===== config.mk =====
export PLATFORM = sky130hd
export DESIGN_NAME = positional_list_engine_core
export DESIGN_NICKNAME = d
export VERILOG_FILES = /design/src/rtl/core/plst_pkg.sv /design/src/rtl/core/plst_cell.sv /design/src/rtl/core/positional_list_engine_core.sv
export SDC_FILE = /design/constraint.sdc
export NUM_CORES = 1
export LEC_CHECK = 0
export BUFFER_PORTS_ARGS = -buffer_cell sky130_fd_sc_hd__buf_2
export CAP_MARGIN = 20
export CORE_UTILIZATION = 46
export CTS_CLUSTER_DIAMETER = 40
export DETAILED_ROUTE_END_ITERATION = 7
export SLEW_MARGIN = 20
export SYNTH_ARGS = -nofsm -noshare
export SYNTH_HDL_FRONTEND = slang
export SYNTH_SLANG_ARGS = --single-unit

===== constraint.sdc =====
create_clock -name clk -period 5.1 [get_ports clk]
set_input_delay 1.02 -clock clk [delete_from_list [all_inputs] [get_ports clk]]
set_output_delay 1.02 -clock clk [all_outputs]
set_load 0.02 [all_outputs]

===== src/rtl/core/plst_pkg.sv =====
`default_nettype none

package plst_pkg;

  localparam int DEPTH_DEF  = 16;
  localparam int DATA_W_DEF = 32;
  localparam int POS_W      = 5;
  localparam int CNT_OUT_W  = 5;
  localparam int RV_W       = 32;

  typedef enum logic [1:0] {
    OP_INSERT = 2'd0,
    OP_MODIFY = 2'd1,
    OP_REMOVE = 2'd2,
    OP_READ   = 2'd3
  } plst_op_t;

  typedef enum logic [1:0] {
    ST_OK    = 2'd0,
    ST_RANGE = 2'd1,
    ST_FULL  = 2'd2,
    ST_EMPTY = 2'd3
  } plst_status_t;

  // per-cycle command broadcast to every cell
  typedef struct packed {
    logic ins;
    logic rem;
    logic wr;
  } plst_cmd_t;

endpackage

`default_nettype wire


===== src/rtl/core/plst_cell.sv =====
`default_nettype none

module plst_cell #(
  parameter int IDX    = 0,
  parameter int CMP_W  = 5,
  parameter int DATA_W = 32
) (
  input  wire                    clk,
  input  wire plst_pkg::plst_cmd_t cmd_i,
  input  wire [CMP_W-1:0]        pos_i,
  input  wire [DATA_W-1:0]       value_i,
  input  wire [DATA_W-1:0]       left_i,
  input  wire [DATA_W-1:0]       right_i,
  output logic [DATA_W-1:0]      data_o,
  output logic [DATA_W-1:0]      rd_o
);
  import plst_pkg::*;

  localparam logic [CMP_W-1:0] MY_IDX = CMP_W'(IDX);

  logic [DATA_W-1:0] data_r;
  logic [DATA_W-1:0] data_nxt;
  logic              hit;
  logic              after;

  assign hit   = (pos_i == MY_IDX);
  assign after = (pos_i < MY_IDX);

  always_comb begin
    data_nxt = data_r;
    if (cmd_i.ins) begin
      if (hit) begin
        data_nxt = value_i;
      end else if (after) begin
        data_nxt = left_i;
      end
    end else if (cmd_i.rem) begin
      if (hit || after) begin
        data_nxt = right_i;
      end
    end else if (cmd_i.wr && hit) begin
      data_nxt = value_i;
    end
  end

  always_ff @(posedge clk) begin
    data_r <= data_nxt;
  end

  assign data_o = data_r;
  assign rd_o   = hit ? data_r : '0;

endmodule

`default_nettype wire


===== src/rtl/core/positional_list_engine_core.sv =====
// positional list engine: a row of cells, one list entry each, that shift together
// result: strobed in the cycle after the word is accepted
// throughput: one word per cycle, busy never rises; the whole row updates at the accepting edge
// reset: entry count cleared, strobe low; cell contents are not reset
// the receiver cannot stall, each result is shown for exactly one cycle
`default_nettype none

module positional_list_engine_core #(
  parameter int DEPTH  = plst_pkg::DEPTH_DEF,
  parameter int DATA_W = plst_pkg::DATA_W_DEF
) (
  input  wire                             clk,
  input  wire                             rst_n,
  input  wire                             start,
  output logic                            busy,
  input  wire [1:0]                       in_operation,
  input  wire [plst_pkg::POS_W-1:0]       in_position,
  input  wire signed [31:0]               in_value,
  output logic                            out_strobe,
  output logic signed [plst_pkg::RV_W-1:0] out_read_value,
  output logic [plst_pkg::CNT_OUT_W-1:0]  out_count,
  output logic [1:0]                      out_status
);
  import plst_pkg::*;

  localparam int CNT_W = $clog2(DEPTH + 1);
  localparam int CMP_W = (CNT_W > POS_W) ? CNT_W : POS_W;
  localparam int EXT_W = (CMP_W > CNT_OUT_W) ? CMP_W : CNT_OUT_W;

  logic              accept;
  plst_op_t          op;
  logic [CMP_W-1:0]  pos;
  logic [CMP_W-1:0]  cnt;
  logic [DATA_W-1:0] val;
  logic [DATA_W+31:0] val_ext;

  logic [CNT_W-1:0]  cnt_r;
  logic [CNT_W-1:0]  cnt_nxt;
  plst_status_t      st;
  plst_cmd_t         cmd;

  logic [DATA_W-1:0] cell_data [DEPTH];
  logic [DATA_W-1:0] cell_rd   [DEPTH];
  logic [DATA_W-1:0] rd_or;
  logic [RV_W+DATA_W-1:0] rd_ext;
  logic [RV_W-1:0]   rv;
  logic [EXT_W-1:0]  cnt_out_ext;

  logic              out_strobe_r;
  logic [RV_W-1:0]   out_read_value_r;
  logic [CNT_OUT_W-1:0] out_count_r;
  plst_status_t      out_status_r;

  assign busy    = 1'b0;
  assign accept  = start && !busy;
  assign op      = plst_op_t'(in_operation);
  assign pos     = CMP_W'(in_position);
  assign cnt     = CMP_W'(cnt_r);
  assign val_ext = {{DATA_W{1'b0}}, in_value};
  assign val     = val_ext[DATA_W-1:0];

  always_comb begin
    st      = ST_OK;
    cmd     = '0;
    cnt_nxt = cnt_r;
    case (op)
      OP_INSERT: begin
        if (cnt_r == CNT_W'(DEPTH)) begin
          st = ST_FULL;
        end else if (pos > cnt) begin
          st = ST_RANGE;
        end else begin
          cmd.ins = accept;
          cnt_nxt = cnt_r + 1'b1;
        end
      end
      OP_MODIFY: begin
        if (pos >= cnt) begin
          st = ST_RANGE;
        end else begin
          cmd.wr = accept;
        end
      end
      OP_REMOVE: begin
        if (cnt_r == '0) begin
          st = ST_EMPTY;
        end else if (pos >= cnt) begin
          st = ST_RANGE;
        end else begin
          cmd.rem = accept;
          cnt_nxt = cnt_r - 1'b1;
        end
      end
      OP_READ: begin
        if (pos >= cnt) begin
          st = ST_RANGE;
        end
      end
      default: begin
        st = ST_OK;
      end
    endcase
  end

  for (genvar i = 0; i < DEPTH; i++) begin : g_cell
    logic [DATA_W-1:0] left;
    logic [DATA_W-1:0] right;
    if (i == 0) begin : g_first
      assign left = val;
    end else begin : g_mid
      assign left = cell_data[i-1];
    end
    if (i == DEPTH - 1) begin : g_last
      assign right = cell_data[i];
    end else begin : g_inner
      assign right = cell_data[i+1];
    end
    plst_cell #(
      .IDX    (i),
      .CMP_W  (CMP_W),
      .DATA_W (DATA_W)
    ) u_cell (
      .clk     (clk),
      .cmd_i   (cmd),
      .pos_i   (pos),
      .value_i (val),
      .left_i  (left),
      .right_i (right),
      .data_o  (cell_data[i]),
      .rd_o    (cell_rd[i])
    );
  end

  always_comb begin
    rd_or = '0;
    for (int i = 0; i < DEPTH; i++) begin
      rd_or = rd_or | cell_rd[i];
    end
  end

  assign rd_ext      = {{RV_W{1'b0}}, rd_or};
  assign rv          = (op == OP_READ && st == ST_OK) ? rd_ext[RV_W-1:0] : '0;
  assign cnt_out_ext = EXT_W'(cnt_nxt);

  always_ff @(posedge clk) begin
    if (!rst_n) begin
      cnt_r        <= '0;
      out_strobe_r <= 1'b0;
    end else begin
      out_strobe_r <= accept;
      if (accept) begin
        cnt_r <= cnt_nxt;
      end
    end
  end

  always_ff @(posedge clk) begin
    if (accept) begin
      out_read_value_r <= rv;
      out_count_r      <= cnt_out_ext[CNT_OUT_W-1:0];
      out_status_r     <= st;
    end
  end

  assign out_strobe     = out_strobe_r;
  assign out_read_value = out_read_value_r;
  assign out_count      = out_count_r;
  assign out_status     = out_status_r;

  a_cnt_bound: assert property (@(posedge clk) disable iff (!rst_n)
    cnt_r <= CNT_W'(DEPTH))
    else $error("entry count beyond depth");

  a_strobe: assert property (@(posedge clk) disable iff (!rst_n)
    accept |=> out_strobe)
    else $error("accepted word gave no result");

  a_full: assert property (@(posedge clk) disable iff (!rst_n)
    out_strobe && out_status_r == ST_FULL |-> cnt_r == CNT_W'(DEPTH))
    else $error("full status with room left");

  a_empty: assert property (@(posedge clk) disable iff (!rst_n)
    out_strobe && out_status_r == ST_EMPTY |-> cnt_r == '0)
    else $error("empty status on non-empty list");

endmodule

`default_nettype wire

; After elaboration in Yosys (flattened, before gate mapping)
; Index checks and enable logic that the tools add are counted.
[op_classes]
n_addsub = 2
n_lt_le_gt_ge = 18
n_eq_ne = 51
n_mux = 128
n_bitwise = 15
n_reduce_logical = 69
[op_table]
columns = op, n
row1 = 2-to-1 mux 32 bit, 111
row2 = bitwise OR 32 bit, 15
row3 = != test 3 x 1 -> 1 bit (second input constant), 31
row4 = AND reduction 3 bit, 16
row5 = nonzero test 3 bit, 15
row6 = == test 5 x 4 -> 1 bit (second input constant), 8
row7 = less-than comparator 5 x 4 -> 1 bit (second input constant), 8
row8 = == test 5 x 3 -> 1 bit (second input constant), 4
row9 = less-than comparator 5 x 3 -> 1 bit (second input constant), 4
row10 = 2-to-1 mux 5 bit, 4
row11 = logical AND 1 bit, 17
row12 = logical OR 1 bit, 15
row13 = == test 5 x 2 -> 1 bit (second input constant), 2
row14 = zero test 5 bit, 2
row15 = less-than comparator 5 x 1 -> 1 bit (second input constant), 2
row16 = less-than comparator 5 x 2 -> 1 bit (second input constant), 2
row17 = one-hot mux 5 bit (2 select lines), 1
row18 = 2-to-1 mux 1 bit, 9
row19 = one-hot mux 2 bit (3 select lines), 1
row20 = adder 5 x 1 -> 5 bit (second input constant), 1
row21 = == test 5 x 1 -> 1 bit (second input constant), 1
row22 = == test 5 bit (second input constant), 1
row23 = greater-or-equal comparator 5 bit, 1
row24 = > comparator 5 bit, 1
row25 = other kinds (8), 11
[word_totals]
ff_bits = 557
input_bits = 42
output_inout_bits = 41
elab_cells = 304

; Logic depth before layout (Yosys ltp)
[depth]
ltp_word = 17
depth_mapped = 12
depth_no_buf = 7

; Cells and area by module
; From an unflattened synthesis, not the netlist that was laid out.
[unflattened]
hier_cells = 4227
area_unflattened_um2 = 40779.1
[modules_own_cells]
columns = module, instances, cells_per_inst, area_each_um2, seq_area_each_um2
row1 = plst_cell at g_cell[2].u_cell ..., 2, 264, 2383.5, 960.9
row2 = positional_list_engine_core, 1, 340, 3224.3, 1291.2
row3 = plst_cell at g_cell[12].u_cell, 1, 267, 2516.2, 960.9
row4 = plst_cell at g_cell[6].u_cell, 1, 265, 2491.1, 960.9
row5 = plst_cell at g_cell[1].u_cell, 1, 264, 2481.1, 960.9
row6 = plst_cell at g_cell[14].u_cell, 1, 264, 2406.1, 960.9
row7 = plst_cell at g_cell[13].u_cell, 1, 234, 2402.3, 960.9
row8 = plst_cell at g_cell[10].u_cell, 1, 266, 2379.8, 960.9
row9 = plst_cell at g_cell[5].u_cell, 1, 234, 2378.5, 960.9
row10 = plst_cell at g_cell[11].u_cell, 1, 265, 2366.0, 960.9
row11 = plst_cell at g_cell[15].u_cell, 1, 265, 2343.5, 960.9
row12 = plst_cell at g_cell[3].u_cell, 1, 229, 2322.2, 960.9
row13 = plst_cell at g_cell[7].u_cell, 1, 231, 2309.7, 960.9
row14 = plst_cell at g_cell[4].u_cell, 1, 229, 2296.0, 960.9
row15 = 2 more rows, --, --, --, --

; Worst setup path after synthesis
; OpenSTA, ideal clock, no wires.
[synth_path]
path_type = in2reg
startpoint = input port in_position[0] (netlist name)
endpoint = register g_cell[1].u_cell.data_r[0], enable pin
setup_ps = 470
arrival_ps = 4992
required_ps = 4630
path_slack_ps = -362
stages = 9
n_path_buf = 2
path_cell_list = buf_2 inv_1 ha_1 nor2b_1 o221ai_1 nor3_1 clkbuf_1 nand2_1 a211oi_1
[synth_via]
elab_chain_cells = 6
word_cells_on_any_way = 17
cone_classes = 3 x order compare / 3 x eq/ne / 7 x mux / 4 x reduce/logical
[synth_rtl]
columns = element, line_no
row1 = from (decl), positional_list_engine_core.sv:17  ; input wire [plst_pkg::POS_W-1:0] in_position,
row2 = > comparator 5 bit or greater-or-equal comparator 5 bit (tied branches), "positional_list_engine_core.sv:70, positional_list_engine_core.sv:78, positional_list_engine_core.sv:87"
row3 = "2-to-1 mux 1 bit, on equally long branches", "positional_list_engine_core.sv:70, positional_list_engine_core.sv:78, positional_list_engine_core.sv:87"
row4 = "2-to-1 mux 1 bit, on equally long branches", "positional_list_engine_core.sv:68, positional_list_engine_core.sv:66, positional_list_engine_core.sv:85"
row5 = 2-to-1 mux 1 bit or logical AND 1 bit (tied branches), "positional_list_engine_core.sv:66, plst_cell.sv:41"
row6 = != test 3 x 1 -> 1 bit (no line) or nonzero test 3 bit (tied branches), --
row7 = AND reduction 3 bit (no line) *, --
row8 = to (signal assigned), plst_cell.sv:47  ; data_r <= data_nxt;
row9 = to (decl), plst_cell.sv:21  ; logic [DATA_W-1:0] data_r;
; Mark *: on every way between the ends. The rest lies on a longest branch, timed or not.
; A chain may end at the register's enable or synchronous reset.

; Worst setup path after layout
[layout_path]
startpoint = register cnt_r[4] (netlist: cnt[4])
endpoint = register g_cell[2].u_cell.data_r[8], data pin
[layout_via]
elab_chain_cells = 6
word_cells_on_any_way = 12
cone_classes = 2 x order compare / 1 x eq/ne / 8 x mux / 1 x reduce/logical
[layout_rtl]
columns = element, line_no
row1 = from (decl), positional_list_engine_core.sv:37  ; logic [CNT_W-1:0] cnt_r;
row2 = from (signal assigned), positional_list_engine_core.sv:152  ; cnt_r <= cnt_nxt;
row3 = greater-or-equal comparator 5 bit, positional_list_engine_core.sv:87  ; end else if (pos >= cnt) begin
row4 = 2-to-1 mux 1 bit, positional_list_engine_core.sv:87
row5 = 2-to-1 mux 1 bit, positional_list_engine_core.sv:85  ; if (cnt_r == '0) begin
row6 = 2-to-1 mux 1 bit, positional_list_engine_core.sv:66  ; case (op)
row7 = 2-to-1 mux 32 bit, plst_cell.sv:37  ; end else if (cmd_i.rem) begin
row8 = 2-to-1 mux 32 bit *, plst_cell.sv:31  ; if (cmd_i.ins) begin
row9 = via g_cell[2].u_cell.data_nxt[8], plst_cell.sv:22  ; logic [DATA_W-1:0] data_nxt;
row10 = to (signal assigned), plst_cell.sv:47
row11 = to (decl), plst_cell.sv:21
; The timed path passes the listed nets; every way through them passes the cells marked *.

==> summary.txt <==
Detailed Route Iter0 Violations - 4995
Synth Area in XOR/XNOR - 0.00122
Clk_skew - 31.1 ps
CP Class - reg2reg
Max-slew violations - 0
Clock latency on the worst-skew pair - 660 ps
Pre-CTS setup slack - 697 ps
Number of flops mapped to enable cells by yosys - 551
Busiest grt layer - met2
CTS sink cnt - 557
Synth async-reset ratio - 0
DRT Wirelength - 123000 um
Clock transition at path regs - 60 ps
Crit path time final - 4040 ps
Max-cap violations - 0
Congestion Overflow GR - 0
Global routing usage on met1 - 0.514
Detailed Place HPWL - 69400 um
H-tree Lvls - 3
Synth warn - 0
Area contributors post-synth - edfxtp_1 58%, a22oi_1 13%, o21ai_1 8.4%, a32oi_1 2.9%, buf_2 1.9%
Initial DRT Pass Iterations - 7
DR vias/cell - 7.66
Endpoint class of the critical path - register
Cell Area, Synth - 0.0287 mm^2
Compound-Gate Fraction of Synth Area - 0.308
Die width - 252 um
Clock tree from TritonCTS - done
Final hold viol count - 0
Die ar. - 0.0634 mm^2
Number of synthesized register bits - 557
Hold Path Cell Cnt - 2
Drc violations - 0
First-pass GRT wire length - 175000 um
Top FF cell, synth - edfxtp_1
Setup ws final - 1060 ps
Crit start category - register
Layout cell share with drive strength beyond 1 - 0.169
Pwr dens - 363 mW/mm^2
Area grow syn2layout - 16.2%
CTS root buffer - clkbuf_16
Outcome - complete, no violations
VDD IR-drop max - 220 uV
Final core utilization - 0.540
Core ar. - 0.0617 mm^2
Antenna violations before repair - 3
R2R setup slack - 1060 ps
Tot GR Track Use - 0.384
Worst relative slew slack - 0.199
Boundary Pins - 83
Vias in the first global route - 24400
Area leader, netlist - edfxtp_1
CTS buffer count - 88
IO Port Bufs - 81
CP required - 5600 ps
Vias - 25900
Final net count - 2513
Share of Yosys cell area claimed by the top area cell type - 0.577
Met2 Usage GRT - 0.541
Hold EP - g_cell[1].u_cell.data_o[19]$_DFFE_PP_
Setup_tns - 0 ps
Post-Synth Adder-Cell Area - 0.00305
CTS max path bufs - 3
Reg2reg path depth - 9
Fmax - 247 MHz
Fin crit share - 0.793
Placer congestion estimate - 0.945
Combinational family with the most area after synthesis - compound AO/OA/AOI/OAI gates
Crit-path max FO - 186
Worst hold path type - reg2reg
Hold path startpoint - g_cell[0].u_cell.data_o[19]$_DFFE_PP_
Syn nets - 2498
# rows - 91
Post-CTS Setup Bufs - 0
Unique masters post-synth - 74
Post-Syn Area per Cell - 11.7 um^2
Crit path DAT - 4540 ps
Total power - 12.1 mW
Post-CTS Hold Buffers - 0
RSZ-0062 raised after global routing - no
Worst slew pin tran - 1200 ps
Synth Area in Simple Gates - 0.0489
Initial core utilization - 0.465
Die Ht - 252 um
Largest net degree at the start of global routing - 257
RR Endpoint - g_cell[2].u_cell.data_o[8]$_DFFE_PP_
Routed wire per std cell - 36.5 um
Mapped Cells - 2449
Pleak - 10.1 nW
Post_cts resized - 0
Sequential area share after synthesis - 0.581
Setup Viol. Count Final - 0
Mux cell area share after synthesis - 0.00685
Met3 global-route usage - 0.135
Worst r2r src - cnt[4]$_SDFFE_PN0P_
Antenna-violating nets left - 0
cell usage in the layout, fill, tap and decap left out, types with 10 or more instances in the layout:
cell type,synthesis,routed
a2111oi_0,14,14
a211oi_4,4,13
a221oi_1,50,50
a22o_1,52,49
a22oi_1,485,485
a31oi_1,23,23
a32oi_1,96,96
and2_2,0,10
and3_1,62,60
and4_1,14,14
buf_12,0,11
buf_2,110,81
buf_4,24,111
bufinv_16,0,10
clkbuf_16,0,89
clkinv_1,0,14
clkinv_4,0,11
edfxtp_1,551,551
inv_1,40,40
inv_6,0,10
mux2i_4,0,14
nand2_1,56,52
nand3_1,40,39
nand4_1,10,10
nor2_1,14,10
o21ai_0,37,36
o21ai_1,480,480
through the flow:
step	hold slack (ps)	instances	area, um^2
finish	587	3377	33300
global route	616	3375	33300
CTS	587	3372	33300
detailed placement	572	3209	30300
global placement	560	3208	30300
floorplan	536	2449	28700
kinds of logic (layout without fill, tap and decap cells):
| logic type | Yosys count | count (layout) |
|---|---|---|
| compound gates | 1300 | 1300 |
| fa+ha+maj | 7 | 7 |
| flops | 557 | 557 |
| mux | 15 | 15 |
| xor+xnor | 4 | 4 |
| simple gates | 244 | 244 |
| buf+inv | 321 | 409 |
| other cells | 1 | 4 |
worst max-delay path by stage:
| stage | start | cells after the start | endpoint | slack (ps) |
|---|---|---|---|---|
| floorplan | in_position[0] | 9 | g_cell[10].u_cell.data_o[0]$_DFFE_PP_ | 430 |
| detailed placement | in_position[4] | 9 | g_cell[2].u_cell.data_o[8]$_DFFE_PP_ | 700 |
| global placement | in_position[4] | 9 | g_cell[2].u_cell.data_o[0]$_DFFE_PP_ | 780 |
| global route | cnt[4]$_SDFFE_PN0P_ | 9 | g_cell[2].u_cell.data_o[8]$_DFFE_PP_ | 930 |
| finish | cnt[4]$_SDFFE_PN0P_ | 9 | g_cell[2].u_cell.data_o[8]$_DFFE_PP_ | 1060 |
| CTS | cnt[4]$_SDFFE_PN0P_ | 9 | g_cell[2].u_cell.data_o[8]$_DFFE_PP_ | 1260 |
flip-flops by register name, indices dropped and copies added, names as in the netlist:
register / cells
cnt: 5
g_cell.u_cell.data_o: 512
out_count: 5
out_read_value: 32
out_status: 2
out_strobe: 1
metal layers:
metal | vias to the layer above | wire length (um)
met5 | - | 34
met2 | 2656 | 50800
met3 | 576 | 20700
met4 | 2 | 7970
met1 | 12400 | 43800
li1 | 10200 | -
power breakdown:
group | internal [mW] | switching [mW] | total [mW]
Sequential | 5.12 | 0.0357 | 5.16
Combinational | 0.247 | 0.578 | 0.825
Clock | 3.78 | 2.34 | 6.12
Total | 9.15 | 2.95 | 12.1
critical path: stages, from the launching register on:
cell and delay, ps:
dfxtp_1 490, inv_1 170, ha_1 370, a21oi_2 270, o221a_2 350, and3_4 300, buf_12 520, buf_4 760
a22oi_1 210, o21ai_1 130
synthesized netlist by cell type (7+ instances only):
library cell / count
nand4_1: 10
inv_1: 40
a22o_1: 52
mux2i_2: 12
nor2_1: 14
a2111oi_0: 14
nand3_1: 40
and2_1: 12
a31oi_1: 23
edfxtp_1: 551
buf_2: 110
buf_4: 24
a21oi_1: 7
and4_1: 14
nand2_1: 56
o21ai_0: 37
a22oi_1: 485
clkbuf_1: 141
ha_1: 7
a221oi_1: 50
a32oi_1: 96
and3_1: 62
o21ai_1: 480
layout make-up:
class	count	area [um^2]
multi-input cells	1571	11000
diodes	3	7.51
clock buffers	100	2300
inverters	40	150
flip-flops and latches	557	16700
clock inverters	63	692
well taps	837	1050
fillers	5236	28400
repair buffers	206	1510
No activity file was read; power rests on OpenSTA's default activity.
